File: config.mk
export PLATFORM = sky130hd
export DESIGN_NAME = risc16_decode_and_branch_resolve_flat
export DESIGN_NICKNAME = d
export VERILOG_FILES = /design/src/hw/rtl/r16db_pkg.sv /design/src/hw/rtl/r16db_if.sv /design/src/hw/rtl/r16db_decode.sv /design/src/hw/rtl/r16db_branch.sv /design/src/hw/rtl/risc16_decode_and_branch_resolve.sv /design/src/flat_wrapper.sv
export VERILOG_INCLUDE_DIRS = /design/src /design/src/hw/rtl
export SDC_FILE = /design/constraint.sdc
export NUM_CORES = 1
export LEC_CHECK = 0
export ABC_CLOCK_PERIOD_IN_PS = 5200
export BUFFER_PORTS_ARGS = -buffer_cell sky130_fd_sc_hd__buf_2
export CORE_MARGIN = 3
export CORE_UTILIZATION = 45
export CTS_CLUSTER_SIZE = 10
export DETAILED_ROUTE_END_ITERATION = 16
export MAX_ROUTING_LAYER = met4
export PLACE_DENSITY = 0.67
export SLEW_MARGIN = 20
export SYNTH_ARGS = -nofsm -noshare
export SYNTH_HDL_FRONTEND = slang
export SYNTH_HIERARCHICAL = 1
export SYNTH_SLANG_ARGS = --single-unit
export TNS_END_PERCENT = 50
File: constraint.sdc
create_clock -name clk -period 5.2 [get_ports clk]
set_clock_uncertainty 0.1 [all_clocks]
set_input_delay 0.52 -clock clk [delete_from_list [all_inputs] [get_ports clk]]
set_output_delay 0.52 -clock clk [all_outputs]
set_load 0.01 [all_outputs]
File: src/hw/rtl/risc16_decode_and_branch_resolve_defines.svh
// Assertion macros for the risc16 decode and branch resolve block.
// Used by the top level; expects clk and rst_n in scope.
`ifndef RISC16_DECODE_AND_BRANCH_RESOLVE_DEFINES_SVH
`define RISC16_DECODE_AND_BRANCH_RESOLVE_DEFINES_SVH

// Same-cycle implication, checked outside reset.
`define R16DB_ASSERT_NOW(lbl, ante, cons, msg) \
  lbl: assert property (@(posedge clk) disable iff (!rst_n) (ante) |-> (cons)) \
    else $error(msg);

// Next-cycle implication, checked outside reset.
`define R16DB_ASSERT_NEXT(lbl, ante, cons, msg) \
  lbl: assert property (@(posedge clk) disable iff (!rst_n) (ante) |=> (cons)) \
    else $error(msg);

`endif

File: src/hw/rtl/r16db_pkg.sv
// Shared types and codes for the risc16 decode and branch resolve block.
// No dependencies; used by the interfaces and every module.
`default_nettype none

package r16db_pkg;

  localparam int DATA_WIDTH = 16;
  localparam int REG_W      = 4;
  localparam int FLAGS_W    = 3;
  localparam int CTL_W      = 5;
  localparam int AOP_W      = 3;

  // Major opcodes, bits 15:12
  localparam logic [3:0] OP_RR    = 4'h0;
  localparam logic [3:0] OP_ANDI  = 4'h1;
  localparam logic [3:0] OP_ORI   = 4'h2;
  localparam logic [3:0] OP_XORI  = 4'h3;
  localparam logic [3:0] OP_MEMJ  = 4'h4;
  localparam logic [3:0] OP_ADDI  = 4'h5;
  localparam logic [3:0] OP_SHIFT = 4'h8;
  localparam logic [3:0] OP_SUBI  = 4'h9;
  localparam logic [3:0] OP_CMPI  = 4'hB;
  localparam logic [3:0] OP_BCOND = 4'hC;
  localparam logic [3:0] OP_MOVI  = 4'hD;
  localparam logic [3:0] OP_LUI   = 4'hF;

  // Extensions, bits 7:4, register-register group
  localparam logic [3:0] RR_AND = 4'h1;
  localparam logic [3:0] RR_OR  = 4'h2;
  localparam logic [3:0] RR_XOR = 4'h3;
  localparam logic [3:0] RR_ADD = 4'h5;
  localparam logic [3:0] RR_SUB = 4'h9;
  localparam logic [3:0] RR_CMP = 4'hB;
  localparam logic [3:0] RR_MOV = 4'hD;

  // Extensions, shift group
  localparam logic [3:0] SH_LSHI0 = 4'h0;
  localparam logic [3:0] SH_LSHI1 = 4'h1;
  localparam logic [3:0] SH_ASHI0 = 4'h2;
  localparam logic [3:0] SH_ASHI1 = 4'h3;
  localparam logic [3:0] SH_LSH   = 4'h4;
  localparam logic [3:0] SH_ASH   = 4'h6;

  // Extensions, memory and jump group
  localparam logic [3:0] MJ_LOAD  = 4'h0;
  localparam logic [3:0] MJ_STOR  = 4'h4;
  localparam logic [3:0] MJ_JAL   = 4'h8;
  localparam logic [3:0] MJ_JCOND = 4'hC;

  // ALU control lines c1..c5
  localparam logic [CTL_W-1:0] CTL_NONE  = 5'b00000;
  localparam logic [CTL_W-1:0] CTL_ADDR  = 5'b00001;
  localparam logic [CTL_W-1:0] CTL_MOVE  = 5'b00010;
  localparam logic [CTL_W-1:0] CTL_IMM   = 5'b00100;
  localparam logic [CTL_W-1:0] CTL_SUB   = 5'b01000;
  localparam logic [CTL_W-1:0] CTL_ARITH = 5'b10000;

  // ALU operation codes
  localparam logic [AOP_W-1:0] ALU_AND    = 3'd0;
  localparam logic [AOP_W-1:0] ALU_OR     = 3'd1;
  localparam logic [AOP_W-1:0] ALU_XOR    = 3'd2;
  localparam logic [AOP_W-1:0] ALU_ADD    = 3'd3;
  localparam logic [AOP_W-1:0] ALU_SHIFT  = 3'd4;
  localparam logic [AOP_W-1:0] ALU_MEM    = 3'd5;
  localparam logic [AOP_W-1:0] ALU_BRANCH = 3'd7;

  // Register read enables
  localparam logic [1:0] RD_NONE = 2'd0;
  localparam logic [1:0] RD_SRC  = 2'd1;
  localparam logic [1:0] RD_DST  = 2'd2;
  localparam logic [1:0] RD_BOTH = 2'd3;

  // Writeback side input
  localparam logic [1:0] SIDE_NONE = 2'd0;
  localparam logic [1:0] SIDE_PC   = 2'd1;
  localparam logic [1:0] SIDE_MEM  = 2'd2;

  // Condition codes
  localparam logic [3:0] COND_EQ     = 4'h0;
  localparam logic [3:0] COND_NE     = 4'h1;
  localparam logic [3:0] COND_CS     = 4'h2;
  localparam logic [3:0] COND_CC     = 4'h3;
  localparam logic [3:0] COND_GT     = 4'h6;
  localparam logic [3:0] COND_LE     = 4'h7;
  localparam logic [3:0] COND_LT     = 4'hC;
  localparam logic [3:0] COND_GE     = 4'hD;
  localparam logic [3:0] COND_ALWAYS = 4'hE;
  localparam logic [3:0] COND_NEVER  = 4'hF;

  // Flag bit positions
  localparam int FLAG_C = 0;
  localparam int FLAG_G = 1;
  localparam int FLAG_Z = 2;

  typedef enum logic {
    TGT_REL,
    TGT_ALU
  } tgt_sel_t;

  typedef struct packed {
    logic [DATA_WIDTH-1:0] instruction;
    logic [DATA_WIDTH-1:0] pc_now;
    logic [DATA_WIDTH-1:0] alu_result;
    logic [FLAGS_W-1:0]    flags;
  } in_item_t;

  typedef struct packed {
    logic [REG_W-1:0]      src_reg;
    logic [REG_W-1:0]      dst_reg;
    logic [1:0]            read_enables;
    logic                  reg_write;
    logic                  mem_write;
    logic [CTL_W-1:0]      alu_controls;
    logic [AOP_W-1:0]      alu_opcode;
    logic [DATA_WIDTH-1:0] alu_immediate;
    logic [1:0]            side_source;
    logic                  branch_taken;
    logic [DATA_WIDTH-1:0] next_pc;
  } out_item_t;

  // Branch control handed from decode to branch resolve
  typedef struct packed {
    logic [3:0] cond;
    tgt_sel_t   tgt_sel;
  } br_ctrl_t;

endpackage

`default_nettype wire

File: src/hw/rtl/r16db_if.sv
// Valid/ready channel interfaces for the input and result items.
// Depends on r16db_pkg for field widths.
`default_nettype none

interface r16db_in_if;
  logic                              valid;
  logic                              ready;
  logic [r16db_pkg::DATA_WIDTH-1:0]  instruction;
  logic [r16db_pkg::DATA_WIDTH-1:0]  pc_now;
  logic [r16db_pkg::DATA_WIDTH-1:0]  alu_result;
  logic [r16db_pkg::FLAGS_W-1:0]     flags;

  modport source (output valid, output instruction, output pc_now, output alu_result,
                  output flags, input ready);
  modport sink   (input valid, input instruction, input pc_now, input alu_result,
                  input flags, output ready);
endinterface

interface r16db_out_if;
  logic                              valid;
  logic                              ready;
  logic [r16db_pkg::REG_W-1:0]       src_reg;
  logic [r16db_pkg::REG_W-1:0]       dst_reg;
  logic [1:0]                        read_enables;
  logic                              reg_write;
  logic                              mem_write;
  logic [r16db_pkg::CTL_W-1:0]       alu_controls;
  logic [r16db_pkg::AOP_W-1:0]       alu_opcode;
  logic [r16db_pkg::DATA_WIDTH-1:0]  alu_immediate;
  logic [1:0]                        side_source;
  logic                              branch_taken;
  logic [r16db_pkg::DATA_WIDTH-1:0]  next_pc;

  modport source (output valid, output src_reg, output dst_reg, output read_enables,
                  output reg_write, output mem_write, output alu_controls,
                  output alu_opcode, output alu_immediate, output side_source,
                  output branch_taken, output next_pc, input ready);
  modport sink   (input valid, input src_reg, input dst_reg, input read_enables,
                  input reg_write, input mem_write, input alu_controls,
                  input alu_opcode, input alu_immediate, input side_source,
                  input branch_taken, input next_pc, output ready);
endinterface

`default_nettype wire

File: src/hw/rtl/r16db_decode.sv
// Instruction decoder: register addresses, enables, ALU controls and immediate.
// Depends on r16db_pkg; feeds branch control to r16db_branch.
`default_nettype none

module r16db_decode (
  input  wire logic [r16db_pkg::DATA_WIDTH-1:0] instruction,
  output r16db_pkg::out_item_t                  dec,
  output r16db_pkg::br_ctrl_t                   br
);

  logic [3:0] op;
  logic [3:0] ext;
  logic [3:0] dst;
  logic [7:0] imm8;

  assign op   = instruction[15:12];
  assign dst  = instruction[11:8];
  assign ext  = instruction[7:4];
  assign imm8 = instruction[7:0];

  always_comb begin
    dec               = '0;
    dec.src_reg       = instruction[3:0];
    dec.dst_reg       = dst;
    dec.read_enables  = r16db_pkg::RD_NONE;
    dec.alu_controls  = r16db_pkg::CTL_NONE;
    dec.alu_opcode    = r16db_pkg::ALU_XOR;
    dec.alu_immediate = {8'h00, imm8};
    dec.side_source   = r16db_pkg::SIDE_NONE;
    br.cond           = r16db_pkg::COND_NEVER;
    br.tgt_sel        = r16db_pkg::TGT_REL;

    unique case (op) inside
      r16db_pkg::OP_RR: begin
        unique case (ext) inside
          r16db_pkg::RR_ADD, r16db_pkg::RR_SUB, r16db_pkg::RR_CMP: begin
            dec.read_enables = r16db_pkg::RD_BOTH;
            dec.reg_write    = (ext != r16db_pkg::RR_CMP);
            dec.alu_controls = (ext == r16db_pkg::RR_ADD) ? r16db_pkg::CTL_NONE
                                                          : r16db_pkg::CTL_SUB;
            dec.alu_opcode   = r16db_pkg::ALU_ADD;
          end
          r16db_pkg::RR_AND: begin
            dec.read_enables = r16db_pkg::RD_BOTH;
            dec.reg_write    = 1'b1;
            dec.alu_opcode   = r16db_pkg::ALU_AND;
          end
          r16db_pkg::RR_OR: begin
            dec.read_enables = r16db_pkg::RD_BOTH;
            dec.reg_write    = 1'b1;
            dec.alu_opcode   = r16db_pkg::ALU_OR;
          end
          r16db_pkg::RR_XOR: begin
            dec.read_enables = r16db_pkg::RD_BOTH;
            dec.reg_write    = 1'b1;
            dec.alu_opcode   = r16db_pkg::ALU_XOR;
          end
          r16db_pkg::RR_MOV: begin
            dec.read_enables = r16db_pkg::RD_SRC;
            dec.reg_write    = 1'b1;
            dec.alu_controls = r16db_pkg::CTL_MOVE;
            dec.alu_opcode   = r16db_pkg::ALU_ADD;
          end
          default: ;
        endcase
      end
      r16db_pkg::OP_ADDI, r16db_pkg::OP_SUBI, r16db_pkg::OP_CMPI: begin
        dec.read_enables  = r16db_pkg::RD_DST;
        dec.reg_write     = (op != r16db_pkg::OP_CMPI);
        dec.alu_controls  = (op == r16db_pkg::OP_ADDI) ? r16db_pkg::CTL_IMM
                          : (r16db_pkg::CTL_IMM | r16db_pkg::CTL_SUB);
        dec.alu_opcode    = r16db_pkg::ALU_ADD;
        dec.alu_immediate = {{8{imm8[7]}}, imm8};
      end
      r16db_pkg::OP_ANDI: begin
        dec.read_enables = r16db_pkg::RD_DST;
        dec.reg_write    = 1'b1;
        dec.alu_controls = r16db_pkg::CTL_IMM;
        dec.alu_opcode   = r16db_pkg::ALU_AND;
      end
      r16db_pkg::OP_ORI: begin
        dec.read_enables = r16db_pkg::RD_DST;
        dec.reg_write    = 1'b1;
        dec.alu_controls = r16db_pkg::CTL_IMM;
        dec.alu_opcode   = r16db_pkg::ALU_OR;
      end
      r16db_pkg::OP_XORI: begin
        dec.read_enables = r16db_pkg::RD_DST;
        dec.reg_write    = 1'b1;
        dec.alu_controls = r16db_pkg::CTL_IMM;
        dec.alu_opcode   = r16db_pkg::ALU_XOR;
      end
      r16db_pkg::OP_MOVI, r16db_pkg::OP_LUI: begin
        dec.reg_write    = 1'b1;
        dec.alu_controls = r16db_pkg::CTL_IMM | r16db_pkg::CTL_MOVE;
        dec.alu_opcode   = r16db_pkg::ALU_ADD;
        if (op == r16db_pkg::OP_LUI) begin
          dec.alu_immediate = {imm8, 8'h00};
        end
      end
      r16db_pkg::OP_SHIFT: begin
        unique case (ext) inside
          r16db_pkg::SH_LSH, r16db_pkg::SH_ASH: begin
            dec.read_enables = r16db_pkg::RD_BOTH;
            dec.reg_write    = 1'b1;
            dec.alu_controls = (ext == r16db_pkg::SH_ASH) ? r16db_pkg::CTL_ARITH
                                                          : r16db_pkg::CTL_NONE;
            dec.alu_opcode   = r16db_pkg::ALU_SHIFT;
          end
          r16db_pkg::SH_LSHI0, r16db_pkg::SH_LSHI1,
          r16db_pkg::SH_ASHI0, r16db_pkg::SH_ASHI1: begin
            dec.read_enables  = r16db_pkg::RD_DST;
            dec.reg_write     = 1'b1;
            dec.alu_controls  = ext[1] ? (r16db_pkg::CTL_IMM | r16db_pkg::CTL_ARITH)
                                       : r16db_pkg::CTL_IMM;
            dec.alu_opcode    = r16db_pkg::ALU_SHIFT;
            // 5-bit signed count; its top bit is the low ext bit, so it is part of the value
            dec.alu_immediate = {{11{imm8[4]}}, imm8[4:0]};
          end
          default: ;
        endcase
      end
      r16db_pkg::OP_MEMJ: begin
        unique case (ext) inside
          r16db_pkg::MJ_LOAD: begin
            dec.read_enables = r16db_pkg::RD_SRC;
            dec.reg_write    = 1'b1;
            dec.alu_controls = r16db_pkg::CTL_ADDR;
            dec.alu_opcode   = r16db_pkg::ALU_MEM;
            dec.side_source  = r16db_pkg::SIDE_MEM;
          end
          r16db_pkg::MJ_STOR: begin
            dec.read_enables = r16db_pkg::RD_BOTH;
            dec.mem_write    = 1'b1;
            dec.alu_controls = r16db_pkg::CTL_ADDR;
            dec.alu_opcode   = r16db_pkg::ALU_MEM;
          end
          r16db_pkg::MJ_JCOND: begin
            dec.read_enables = r16db_pkg::RD_SRC;
            dec.alu_controls = r16db_pkg::CTL_ADDR;
            dec.alu_opcode   = r16db_pkg::ALU_BRANCH;
            br.cond          = dst;
            br.tgt_sel       = r16db_pkg::TGT_ALU;
          end
          r16db_pkg::MJ_JAL: begin
            dec.read_enables = r16db_pkg::RD_SRC;
            dec.reg_write    = 1'b1;
            dec.alu_controls = r16db_pkg::CTL_ADDR;
            dec.alu_opcode   = r16db_pkg::ALU_BRANCH;
            dec.side_source  = r16db_pkg::SIDE_PC;
            br.cond          = r16db_pkg::COND_ALWAYS;
            br.tgt_sel       = r16db_pkg::TGT_ALU;
          end
          default: ;
        endcase
      end
      r16db_pkg::OP_BCOND: begin
        dec.alu_controls = r16db_pkg::CTL_IMM;
        dec.alu_opcode   = r16db_pkg::ALU_BRANCH;
        br.cond          = dst;
        br.tgt_sel       = r16db_pkg::TGT_REL;
      end
      default: ;
    endcase
  end

endmodule

`default_nettype wire

File: src/hw/rtl/r16db_branch.sv
// Branch resolver: evaluates the condition against the flags, picks next pc.
// Depends on r16db_pkg; takes branch control from r16db_decode.
`default_nettype none

module r16db_branch (
  input  wire logic [r16db_pkg::DATA_WIDTH-1:0] instruction,
  input  wire logic [r16db_pkg::DATA_WIDTH-1:0] pc_now,
  input  wire logic [r16db_pkg::DATA_WIDTH-1:0] alu_result,
  input  wire logic [r16db_pkg::FLAGS_W-1:0]    flags,
  input  r16db_pkg::br_ctrl_t                   br,
  output logic                                  branch_taken,
  output logic [r16db_pkg::DATA_WIDTH-1:0]      next_pc
);

  logic                             c_flag;
  logic                             g_flag;
  logic                             z_flag;
  logic [r16db_pkg::DATA_WIDTH-1:0] disp;
  logic [r16db_pkg::DATA_WIDTH-1:0] target;

  assign c_flag = flags[r16db_pkg::FLAG_C];
  assign g_flag = flags[r16db_pkg::FLAG_G];
  assign z_flag = flags[r16db_pkg::FLAG_Z];

  always_comb begin
    unique case (br.cond)
      r16db_pkg::COND_EQ:     branch_taken = z_flag;
      r16db_pkg::COND_NE:     branch_taken = !z_flag;
      r16db_pkg::COND_CS:     branch_taken = c_flag;
      r16db_pkg::COND_CC:     branch_taken = !c_flag;
      r16db_pkg::COND_GT:     branch_taken = g_flag;
      r16db_pkg::COND_LE:     branch_taken = !g_flag;
      r16db_pkg::COND_LT:     branch_taken = !g_flag && !z_flag;
      r16db_pkg::COND_GE:     branch_taken = z_flag || g_flag;
      r16db_pkg::COND_ALWAYS: branch_taken = 1'b1;
      default:                branch_taken = 1'b0;
    endcase
  end

  // Signed 8-bit displacement relative to this instruction
  assign disp   = {{(r16db_pkg::DATA_WIDTH-8){instruction[7]}}, instruction[7:0]};
  assign target = (br.tgt_sel == r16db_pkg::TGT_ALU) ? alu_result : (pc_now + disp);

  assign next_pc = branch_taken ? target
                 : (pc_now + {{(r16db_pkg::DATA_WIDTH-1){1'b0}}, 1'b1});

endmodule

`default_nettype wire

File: src/hw/rtl/risc16_decode_and_branch_resolve.sv
// Top level: input register, decode and branch resolve, result register.
// Depends on r16db_pkg, r16db_if, r16db_decode, r16db_branch and the defines header.
//
//   channel | dir | handshake                  | payload
//   --------+-----+----------------------------+------------------------------------
//   in_ch   | in  | in_ch.valid / in_ch.ready  | instruction, pc_now, alu_result, flags
//   out_ch  | out | out_ch.valid / out_ch.ready| decoded fields, branch_taken, next_pc
//
// An item moves from acceptance through the input register and then the result register.
// Each stage advances when the stage after it can take its item, so one item is
// accepted and one result delivered every cycle while out_ch.ready stays high.
// Synchronous active-low reset empties both stages. A stall on out_ch holds the
// result register and backs up into the input register, then drops in_ch.ready.
`default_nettype none
`include "risc16_decode_and_branch_resolve_defines.svh"

module risc16_decode_and_branch_resolve (
  input  wire logic  clk,
  input  wire logic  rst_n,
  r16db_in_if.sink   in_ch,
  r16db_out_if.source out_ch
);

  logic                 s1_v_r;
  logic                 s1_v_nxt;
  r16db_pkg::in_item_t  s1_item_r;
  logic                 out_v_r;
  logic                 out_v_nxt;
  r16db_pkg::out_item_t out_item_r;
  r16db_pkg::out_item_t res_item;
  r16db_pkg::out_item_t dec;
  r16db_pkg::br_ctrl_t  br;
  logic                 s2_open;
  logic                 s1_open;
  logic                 in_fire;
  logic                 adv;
  logic                 taken;
  logic [r16db_pkg::DATA_WIDTH-1:0] npc;

  assign s2_open = !out_v_r || out_ch.ready;
  assign s1_open = !s1_v_r || s2_open;
  assign in_fire = in_ch.valid && s1_open;
  assign adv     = s1_v_r && s2_open;

  assign in_ch.ready = s1_open;

  always_comb begin
    s1_v_nxt = s1_v_r;
    if (s1_open) begin
      s1_v_nxt = in_ch.valid;
    end
    out_v_nxt = out_v_r;
    if (s2_open) begin
      out_v_nxt = s1_v_r;
    end
  end

  always_ff @(posedge clk) begin
    if (!rst_n) begin
      s1_v_r  <= 1'b0;
      out_v_r <= 1'b0;
    end else begin
      s1_v_r  <= s1_v_nxt;
      out_v_r <= out_v_nxt;
    end
  end

  always_ff @(posedge clk) begin
    if (in_fire) begin
      s1_item_r.instruction <= in_ch.instruction;
      s1_item_r.pc_now      <= in_ch.pc_now;
      s1_item_r.alu_result  <= in_ch.alu_result;
      s1_item_r.flags       <= in_ch.flags;
    end
    if (adv) begin
      out_item_r <= res_item;
    end
  end

  r16db_decode u_decode (
    .instruction (s1_item_r.instruction),
    .dec         (dec),
    .br          (br)
  );

  r16db_branch u_branch (
    .instruction  (s1_item_r.instruction),
    .pc_now       (s1_item_r.pc_now),
    .alu_result   (s1_item_r.alu_result),
    .flags        (s1_item_r.flags),
    .br           (br),
    .branch_taken (taken),
    .next_pc      (npc)
  );

  always_comb begin
    res_item              = dec;
    res_item.branch_taken = taken;
    res_item.next_pc      = npc;
  end

  assign out_ch.valid         = out_v_r;
  assign out_ch.src_reg       = out_item_r.src_reg;
  assign out_ch.dst_reg       = out_item_r.dst_reg;
  assign out_ch.read_enables  = out_item_r.read_enables;
  assign out_ch.reg_write     = out_item_r.reg_write;
  assign out_ch.mem_write     = out_item_r.mem_write;
  assign out_ch.alu_controls  = out_item_r.alu_controls;
  assign out_ch.alu_opcode    = out_item_r.alu_opcode;
  assign out_ch.alu_immediate = out_item_r.alu_immediate;
  assign out_ch.side_source   = out_item_r.side_source;
  assign out_ch.branch_taken  = out_item_r.branch_taken;
  assign out_ch.next_pc       = out_item_r.next_pc;

  `R16DB_ASSERT_NEXT(a_accept_fills_s1, in_fire, s1_v_r, "accepted item not held in input stage")
  `R16DB_ASSERT_NEXT(a_stall_keeps_s1, s1_v_r && !s2_open, s1_v_r, "stalled item dropped")
  `R16DB_ASSERT_NOW(a_store_is_mem, out_v_r && out_ch.mem_write, out_ch.alu_opcode == r16db_pkg::ALU_MEM, "store without memory opcode")
  `R16DB_ASSERT_NOW(a_jal_taken, out_v_r && out_ch.side_source == r16db_pkg::SIDE_PC, out_ch.branch_taken, "link without taken jump")

endmodule

`default_nettype wire
File: src/flat_wrapper.sv
// flat-port wrapper written by rule: the top's interface ports become plain ports
module risc16_decode_and_branch_resolve_flat 
  (clk, rst_n, in_ch_valid, in_ch_instruction, in_ch_pc_now, in_ch_alu_result, in_ch_flags, in_ch_ready, out_ch_valid, out_ch_src_reg, out_ch_dst_reg, out_ch_read_enables, out_ch_reg_write, out_ch_mem_write, out_ch_alu_controls, out_ch_alu_opcode, out_ch_alu_immediate, out_ch_side_source, out_ch_branch_taken, out_ch_next_pc, out_ch_ready);
  r16db_in_if in_ch_i ();
  r16db_out_if out_ch_i ();
  input  wire logic clk;
  input  wire logic rst_n;
  input wire logic [$bits(in_ch_i.valid)-1:0] in_ch_valid;
  input wire logic [$bits(in_ch_i.instruction)-1:0] in_ch_instruction;
  input wire logic [$bits(in_ch_i.pc_now)-1:0] in_ch_pc_now;
  input wire logic [$bits(in_ch_i.alu_result)-1:0] in_ch_alu_result;
  input wire logic [$bits(in_ch_i.flags)-1:0] in_ch_flags;
  output wire logic [$bits(in_ch_i.ready)-1:0] in_ch_ready;
  output wire logic [$bits(out_ch_i.valid)-1:0] out_ch_valid;
  output wire logic [$bits(out_ch_i.src_reg)-1:0] out_ch_src_reg;
  output wire logic [$bits(out_ch_i.dst_reg)-1:0] out_ch_dst_reg;
  output wire logic [$bits(out_ch_i.read_enables)-1:0] out_ch_read_enables;
  output wire logic [$bits(out_ch_i.reg_write)-1:0] out_ch_reg_write;
  output wire logic [$bits(out_ch_i.mem_write)-1:0] out_ch_mem_write;
  output wire logic [$bits(out_ch_i.alu_controls)-1:0] out_ch_alu_controls;
  output wire logic [$bits(out_ch_i.alu_opcode)-1:0] out_ch_alu_opcode;
  output wire logic [$bits(out_ch_i.alu_immediate)-1:0] out_ch_alu_immediate;
  output wire logic [$bits(out_ch_i.side_source)-1:0] out_ch_side_source;
  output wire logic [$bits(out_ch_i.branch_taken)-1:0] out_ch_branch_taken;
  output wire logic [$bits(out_ch_i.next_pc)-1:0] out_ch_next_pc;
  input wire logic [$bits(out_ch_i.ready)-1:0] out_ch_ready;
  assign in_ch_i.valid = in_ch_valid;
  assign in_ch_i.instruction = in_ch_instruction;
  assign in_ch_i.pc_now = in_ch_pc_now;
  assign in_ch_i.alu_result = in_ch_alu_result;
  assign in_ch_i.flags = in_ch_flags;
  assign in_ch_ready = in_ch_i.ready;
  assign out_ch_valid = out_ch_i.valid;
  assign out_ch_src_reg = out_ch_i.src_reg;
  assign out_ch_dst_reg = out_ch_i.dst_reg;
  assign out_ch_read_enables = out_ch_i.read_enables;
  assign out_ch_reg_write = out_ch_i.reg_write;
  assign out_ch_mem_write = out_ch_i.mem_write;
  assign out_ch_alu_controls = out_ch_i.alu_controls;
  assign out_ch_alu_opcode = out_ch_i.alu_opcode;
  assign out_ch_alu_immediate = out_ch_i.alu_immediate;
  assign out_ch_side_source = out_ch_i.side_source;
  assign out_ch_branch_taken = out_ch_i.branch_taken;
  assign out_ch_next_pc = out_ch_i.next_pc;
  assign out_ch_i.ready = out_ch_ready;
  risc16_decode_and_branch_resolve u_core (.clk(clk), .rst_n(rst_n), .in_ch(in_ch_i), .out_ch(out_ch_i));
endmodule
==> results of run 1 <==
-- worst register-to-register path: stages, from the launching register on --
cell	delay, ns
edfxtp_1	0.66
nor2_1	0.33
a31o_2	0.20
nand3_1	0.12
or2_1	0.34
mux2i_1	0.22
xor2_1	0.18
nor2_1	0.07
o22ai_2	0.28
buf_4	0.34
inv_1	0.12
mux2_2	0.28
-- path summary, 6_finish.rpt --
check / from / endpoint / slack [ns] / depth (start not counted)
hold reg to reg: u_core/s1_item_r[44]$_DFFE_PP_ / u_core/out_ch.dst_reg[1]$_DFFE_PP_ / 0.35 / 0
setup / recovery: u_core/s1_item_r[39]$_DFFE_PP_ / u_core/out_ch.next_pc[10]$_DFFE_PP_ / 1.71 / 11
hold / removal: in_ch_instruction[0] / u_core/s1_item_r[35]$_DFFE_PP_ / 0.24 / 1
setup reg to reg: u_core/s1_item_r[39]$_DFFE_PP_ / u_core/out_ch.next_pc[10]$_DFFE_PP_ / 1.71 / 11
-- power by group --
group	switching, mW	internal (mW)
combinational	0.148	0.113
clock	0.287	0.420
sequential	0.0368	1.02
-- through the flow --
stage / power (mW) / util, % / cells / worst slack, ns / cell area, sq um
2_1_floorplan: 1.25 / - / 445 / 1.56 / 5460
3_3_place_gp: 1.33 / 52.2 / 674 / 1.98 / 6080
3_5_place_dp: 1.33 / 52.2 / 674 / 1.78 / 6080
4_1_cts: 2.04 / 54.8 / 690 / 1.77 / 6390
5_1_grt: 2.12 / 54.8 / 690 / 1.57 / 6390
6_report: 2.02 / 54.8 / 690 / 1.71 / 6390
-- cell type report --
cell class              count  area (sq um)  share of cell area, %
clock buffers              11           233                   3.64
clock inverters             5          76.3                   1.19
inverters                  13          48.8                  0.763
multi-input cells         294          2040                   31.9
flip-flops and latches    108          3220                   50.4
well taps                 143           179                   2.80
repair buffers            116           593                   9.28
-- routing by layer --
| layer | track usage, % | routed length [um] | vias up | part of all wire (%) |
|---|---|---|---|---|
| met3 | 3.73 | 532 | 13 | 4.7 |
| met4 | 6.03 | 155 | 0 | 1.4 |
| met2 | 29.5 | 5820 | 117 | 51 |
| met1 | 22.0 | 4830 | 1799 | 43 |
| li1 | - | - | 1859 | - |
| met5 | - | 0 | - | 0 |
==> impl_summary.log, run 1 <==
INFO  metric clock-sinks = approximately 110
INFO  metric mostFrequentLayoutCell = buf_2
INFO  metric num_rows = 39
INFO  metric io_buffer_count = about 110
INFO  metric cp_max_fo = 25
INFO  metric cp_top_family = simple AND/OR/NAND/NOR gates
INFO  metric finalSetupViolations = 0
INFO  metric num_vias = 3788
INFO  metric ctsResizeCount = 0
INFO  metric vdd_ir_drop_max = ~0.00015 V
INFO  metric global_route.overflow_total = 0
INFO  metric finalWeightedCongestion = 0.850
INFO  metric worst_ep_arrival = ~3.5 ns
INFO  metric final_antenna_net_count = 0
INFO  metric timing_max_transition_violations_final = 0
INFO  metric post_drt_wl_per_cell = approximately 16 um
INFO  metric n_antenna_cell = 0
INFO  metric critical_path.slowest_cell = edfxtp_1
INFO  metric layout.cells.most_common_list = 111 x buf_2, 106 x edfxtp_1, 43 x nand2_1, 25 x a21oi_1, 20 x o21ai_0
INFO  metric max_freq = around 290 MHz
INFO  metric io-pin-count = 112
INFO  metric first_global_vias = 3642
INFO  metric viasPerCell = around 5.5
INFO  metric synth_fp_nets = just over 500
INFO  metric yosysWarnings = 6
INFO  metric drt_first_pass_iters = 5
INFO  metric global_route_wire_length_before_repair = 18200 um
INFO  metric final.min_clock_period = around 3.5 ns
INFO  metric timing.critical_path.slowest_cell_delay = approximately 0.66 ns
INFO  metric grt.total_usage = 17.9%
INFO  metric power-per-cell-area = about 320 mW/mm^2
INFO  metric syn_to_final_growth = 17.0%
INFO  metric floorplan.die_area = ~0.013 sq mm
INFO  metric placeableCoreArea = roughly 0.012 sq mm
INFO  metric post_cts.repair.setup_buffers = 0
INFO  metric postSynthAreaPerCell = around 12 sq um
INFO  metric routed_wl = 11300 um
INFO  metric maxCapViolCount = 0
INFO  metric status = completed
INFO  metric post-route-period-util = between 60% and 70%
INFO  metric setup_tns = 0 ns
INFO  metric hold_buffer_count_at_cts = 0
INFO  metric worst-endpoint-required = between 5 and 6 ns
INFO  metric initialDrtViolationCount = 211
INFO  metric antenna_violations_before_repair = 0
INFO  metric cts-root-to-sink-buffers = 2
INFO  metric end_kind = register
INFO  metric die_w = between 100 and 150 um
INFO  metric drive_above_1_share = 28.2%
INFO  metric hold_ws = between 0.2 and 0.25 ns
INFO  metric detailedPlacementHpwl = just over 8000 um
INFO  metric syn_area = about 0.0055 sq mm
INFO  metric crit_path_cell_trace = nor2_1 -> a31o_2 -> nand3_1 -> or2_1 -> mux2i_1 -> xor2_1 -> nor2_1 -> o22ai_2 -> buf_4 -> inv_1 -> mux2_2
INFO  metric largest_register_ffs = approximately 50
INFO  metric synthesis.instances = 445
INFO  metric final-hold-violation-count = 0
INFO  metric grt_start_max_net_pins = 56
INFO  metric root_buffer = clkbuf_16
INFO  metric critical_path.startpoint_type = register
INFO  metric largest_register = u_core/s1_item_r
INFO  metric clk_pin_slew = ~0.07 ns
INFO  metric worstPathBufferInverterCount = 2
INFO  metric worstMarginPinSlew = ~0.72 ns
INFO  metric clk-insertion-delay-late = between 0.3 and 0.4 ns
INFO  metric die_height = between 100 and 150 um
INFO  metric setup_repair_after_global_routing_missed_its_margin = false
INFO  metric slew_headroom = between 50% and 60%
INFO  metric design.final.nets = 614
INFO  metric num-fill-cells = 980
INFO  metric clock_tree.htree_level_count = 3
INFO  metric start_util = around 47%
INFO  metric tritoncts = built
INFO  metric tritoncts.num_buffers = 9
INFO  metric holdCritPathClass = input pin to register
INFO  metric p_leak = 2.51 nW
INFO  metric drc_errors = 0
INFO  metric worstSetupPathType = register to register
INFO  metric timing.critical_path.mode_cell = nor2_1
Power figures use the tool's default switching activity.
==> run 2: changes to the inputs <==
--- a/config.mk
+++ b/config.mk
@@ -6,14 +6,15 @@
 export SDC_FILE = /design/constraint.sdc
 export NUM_CORES = 1
 export LEC_CHECK = 0
-export ABC_CLOCK_PERIOD_IN_PS = 5200
+export ABC_AREA = 1
+export ABC_CLOCK_PERIOD_IN_PS = 3200
 export BUFFER_PORTS_ARGS = -buffer_cell sky130_fd_sc_hd__buf_2
 export CORE_MARGIN = 3
 export CORE_UTILIZATION = 45
 export CTS_CLUSTER_SIZE = 10
 export DETAILED_ROUTE_END_ITERATION = 16
 export MAX_ROUTING_LAYER = met4
-export PLACE_DENSITY = 0.67
+export PLACE_DENSITY = 0.69
 export SLEW_MARGIN = 20
 export SYNTH_ARGS = -nofsm -noshare
 export SYNTH_HDL_FRONTEND = slang
==> constraint.sdc (replaced) <==
create_clock -name clk -period 3.2 [get_ports clk]
set_clock_uncertainty 0.1 [all_clocks]
set_input_delay 0.32 -clock clk [delete_from_list [all_inputs] [get_ports clk]]
set_output_delay 0.32 -clock clk [all_outputs]
set_load 0.01 [all_outputs]
==> impl_summary.log, run 2 <==
INFO  metric die_w = 120 um (was 116 um)
INFO  metric layoutNonFillerInstCount = 929 (was 690)
INFO  metric share_comb_of_total_power = 15.1% (was 12.9%)
INFO  metric ff2ff_setup_slack = 0.45 ns (was 1.71 ns)
INFO  metric post_drt_wl_per_cell = 14.7 um (was 16.4 um)
INFO  metric layout.cells.most_common_list = 187 x nand2_1, 111 x buf_2, 106 x edfxtp_1, 87 x inv_1, 66 x nor2_1 (was 111 x buf_2, 106 x edfxtp_1, 43 x nand2_1, 25 x a21oi_1, 20 x o21ai_0)
INFO  metric mostFrequentLayoutCell = nand2_1 (was buf_2)
INFO  metric worst_ep_arrival = 2.75 ns (was 3.49 ns)
INFO  metric io-pin-count = 112 (unchanged)
INFO  metric ctsResizeCount = 0 (unchanged)
INFO  metric switching_fraction = 26.6% (was 23.4%)
INFO  metric io_buffer_count = 111 (unchanged)
INFO  metric viasPerCell = 4.99 (was 5.49)
INFO  metric power-per-cell-area = 486 mW/mm^2 (was 316 mW/mm^2)
INFO  metric timing_max_transition_violations_final = 0 (unchanged)
INFO  metric postSynthAreaPerCell = 9.07 sq um (was 12.3 sq um)
INFO  metric synth_fp_nets = 716 (was 517)
INFO  metric clk_pin_slew = 0.07 ns (about the same)
INFO  metric syn_area = 0.00584 sq mm (was 0.00546 sq mm)
INFO  metric cts-root-to-sink-buffers = 2 (unchanged)
INFO  metric drive_above_1_share = 21.4% (was 28.2%)
INFO  metric clockPowerShare = 33.5% (was 35.0%)
INFO  metric grt.total_usage = 19.9% (was 17.9%)
INFO  metric clock_tree.htree_level_count = 3 (unchanged)
INFO  metric drc_errors = 0 (unchanged)
INFO  metric end_kind = register (unchanged)
INFO  metric max_freq = 364 MHz (was 287 MHz)
INFO  metric num_rows = 40 (was 39)
INFO  metric placed_cell_area = 0.00655 sq mm (was 0.00608 sq mm)
INFO  metric global_route.overflow_total = 0 (unchanged)
INFO  metric grt_start_max_net_pins = 35 (was 56)
INFO  metric maxCapViolCount = 0 (unchanged)
INFO  metric tritoncts.num_buffers = 9 (unchanged)
INFO  metric clk-insertion-delay-late = 0.36 ns (was 0.34 ns)
INFO  metric root_buffer = clkbuf_16 (unchanged)
INFO  metric hp-start = in_ch_alu_result[14] (was in_ch_instruction[0])
INFO  metric tritoncts = built (unchanged)
INFO  metric antenna_violations_before_repair = 0 (unchanged)
INFO  metric final_antenna_net_count = 0 (unchanged)
INFO  metric num_vias = 4632 (was 3788)
INFO  metric design_area = 0.00684 sq mm (was 0.00639 sq mm)
INFO  metric timing.critical_path.from = u_core/s1_item_r[39]$_DFFE_PP_ (unchanged)
INFO  metric hold_buffer_count_at_cts = 0 (unchanged)
INFO  metric p_leak = 3.21 nW (was 2.51 nW)
INFO  metric synthesis.instances = 644 (was 445)
INFO  metric holdCritPathClass = input pin to register (unchanged)
INFO  metric clock-sinks = 108 (unchanged)
INFO  metric design.final.nets = 828 (was 614)
INFO  metric post_cts.repair.setup_buffers = 0 (unchanged)
INFO  metric syn_to_final_growth = 17.1% (was 17.0%)
INFO  metric drt_first_pass_iters = 6 (was 5)
INFO  metric finalPower = 3.33 mW (was 2.02 mW)
INFO  metric routed_wl = 13700 um (was 11300 um)
INFO  metric yosysWarnings = 6 (unchanged)
INFO  metric worst-endpoint-required = 3.20 ns (was 5.20 ns)
INFO  metric num-fill-cells = 1125 (was 980)
INFO  metric vdd_ir_drop_max = 0.000283 V (was 0.000153 V)
INFO  metric final.min_clock_period = 2.75 ns (was 3.49 ns)
INFO  metric initialDrtViolationCount = 370 (was 211)
INFO  metric slew_headroom = 68.3% (was 51.8%)
INFO  metric floorplan.die_area = 0.0144 sq mm (was 0.0135 sq mm)
INFO  metric worstSetupPathType = register to register (unchanged)
INFO  metric detailedPlacementHpwl = 10700 um (was 8290 um)
INFO  metric cp_max_fo = 28 (was 25)
INFO  metric finalWeightedCongestion = 0.867 (was 0.850)
INFO  metric post-route-period-util = 86.0% (was 67.1%)
INFO  metric n_antenna_cell = 0 (unchanged)
INFO  metric setup_tns = 0 ns (unchanged)
INFO  metric power.share.sequential = 51.4% (was 52.1%)
INFO  metric placeableCoreArea = 0.0124 sq mm (was 0.0117 sq mm)
INFO  metric setup_repair_after_global_routing_missed_its_margin = false (unchanged)
INFO  metric die_height = 120 um (was 116 um)
INFO  metric finalSetupViolations = 0 (unchanged)
INFO  metric regToRegStartpoint = u_core/s1_item_r[39]$_DFFE_PP_ (unchanged)
INFO  metric largest_register_ffs = 51 (unchanged)
INFO  metric worstMarginPinSlew = 0.475 ns (was 0.723 ns)
INFO  metric cellInternalPower = 2.44 mW (was 1.55 mW)
INFO  metric first_global_vias = 4340 (was 3642)
INFO  metric power_switching = 0.884 mW (was 0.472 mW)
INFO  metric start_util = 47.3% (was 46.8%)
INFO  metric numPlacedInstances = 913 (was 674)
INFO  metric critical_path.startpoint_type = register (unchanged)
INFO  metric hold_ws = 0.0327 ns (was 0.245 ns)
INFO  metric largest_register = u_core/s1_item_r (unchanged)
INFO  metric final-hold-violation-count = 0 (unchanged)
INFO  metric global_route_wire_length_before_repair = 21800 um (was 18200 um)
INFO  metric status = completed (unchanged)
==> run 2: changes by cell type in the layout (fill, tap and decap cells not counted), moves of 8 or more <==
cell and delta:
nand2_1 +144, inv_1 +75, nor2_1 +48, nand3_1 +33, and2_1 -8, xor2_1 -8
a21oi_1 -9, o21ai_0 -10, a211oi_1 -8
==> run 2: layout make-up <==
class                   count  area [sq um]  area share (%)
multi-input cells         427          2170            31.7
clock inverters             7          66.3           0.969
flip-flops and latches    108          3220            47.1
well taps                 168           210            3.07
inverters                  93           349            5.10
clock buffers               9           225            3.29
repair buffers            117           601            8.78
==> run 2: path summary, 6_finish.rpt <==
check,end,cells after the start
setup / recovery,u_core/out_ch.next_pc[2]$_DFFE_PP_,14
hold / removal,u_core/s1_item_r[17]$_DFFE_PP_,1
setup reg to reg,u_core/out_ch.next_pc[2]$_DFFE_PP_,14
hold reg to reg,u_core/out_ch.dst_reg[1]$_DFFE_PP_,0
==> run 2: routing by layer <==
metal / vias to the layer above / share of wire, % / global-route usage [%] / routed length (um)
li1: 2342 / - / - / -
met1: 2149 / 47 / 27.2 / 6460
met2: 127 / 46 / 30.5 / 6320
met3: 14 / 5.0 / 3.39 / 680
met4: 0 / 1.4 / 6.44 / 195
met5: - / 0 / - / 0
==> run 2: through the flow <==
step	utilization (%)	worst slack (ns)
finish	55.3	0.449
global route	55.3	0.208
CTS	55.3	0.471
detailed placement	53.0	0.481
global placement	53.0	0.599
floorplan	-	0.677
==> run 2: critical path, cell delays in order (launching register included) <==
cell and delay, ns:
edfxtp_1 0.52, inv_1 0.23, nand2_1 0.14, inv_1 0.17, nand2_1 0.09, nand3_1 0.09, o211ai_1 0.18, nand2_1 0.17
nand2_1 0.08, a21oi_2 0.14, nand2_2 0.07, nand2_4 0.25, inv_2 0.11, nand2_1 0.08, o21ai_0 0.08
==> run 2: power groups by stage <==
stage                     Combinational, mW  Clock, mW  Sequential, mW
after floorplan                       0.333          0            1.75
after global placement                0.492          0            1.74
after detailed placement              0.500          0            1.74
after CTS                             0.503       1.14            1.71
after global routing                  0.570       1.20            1.72
final                                 0.501       1.11            1.71
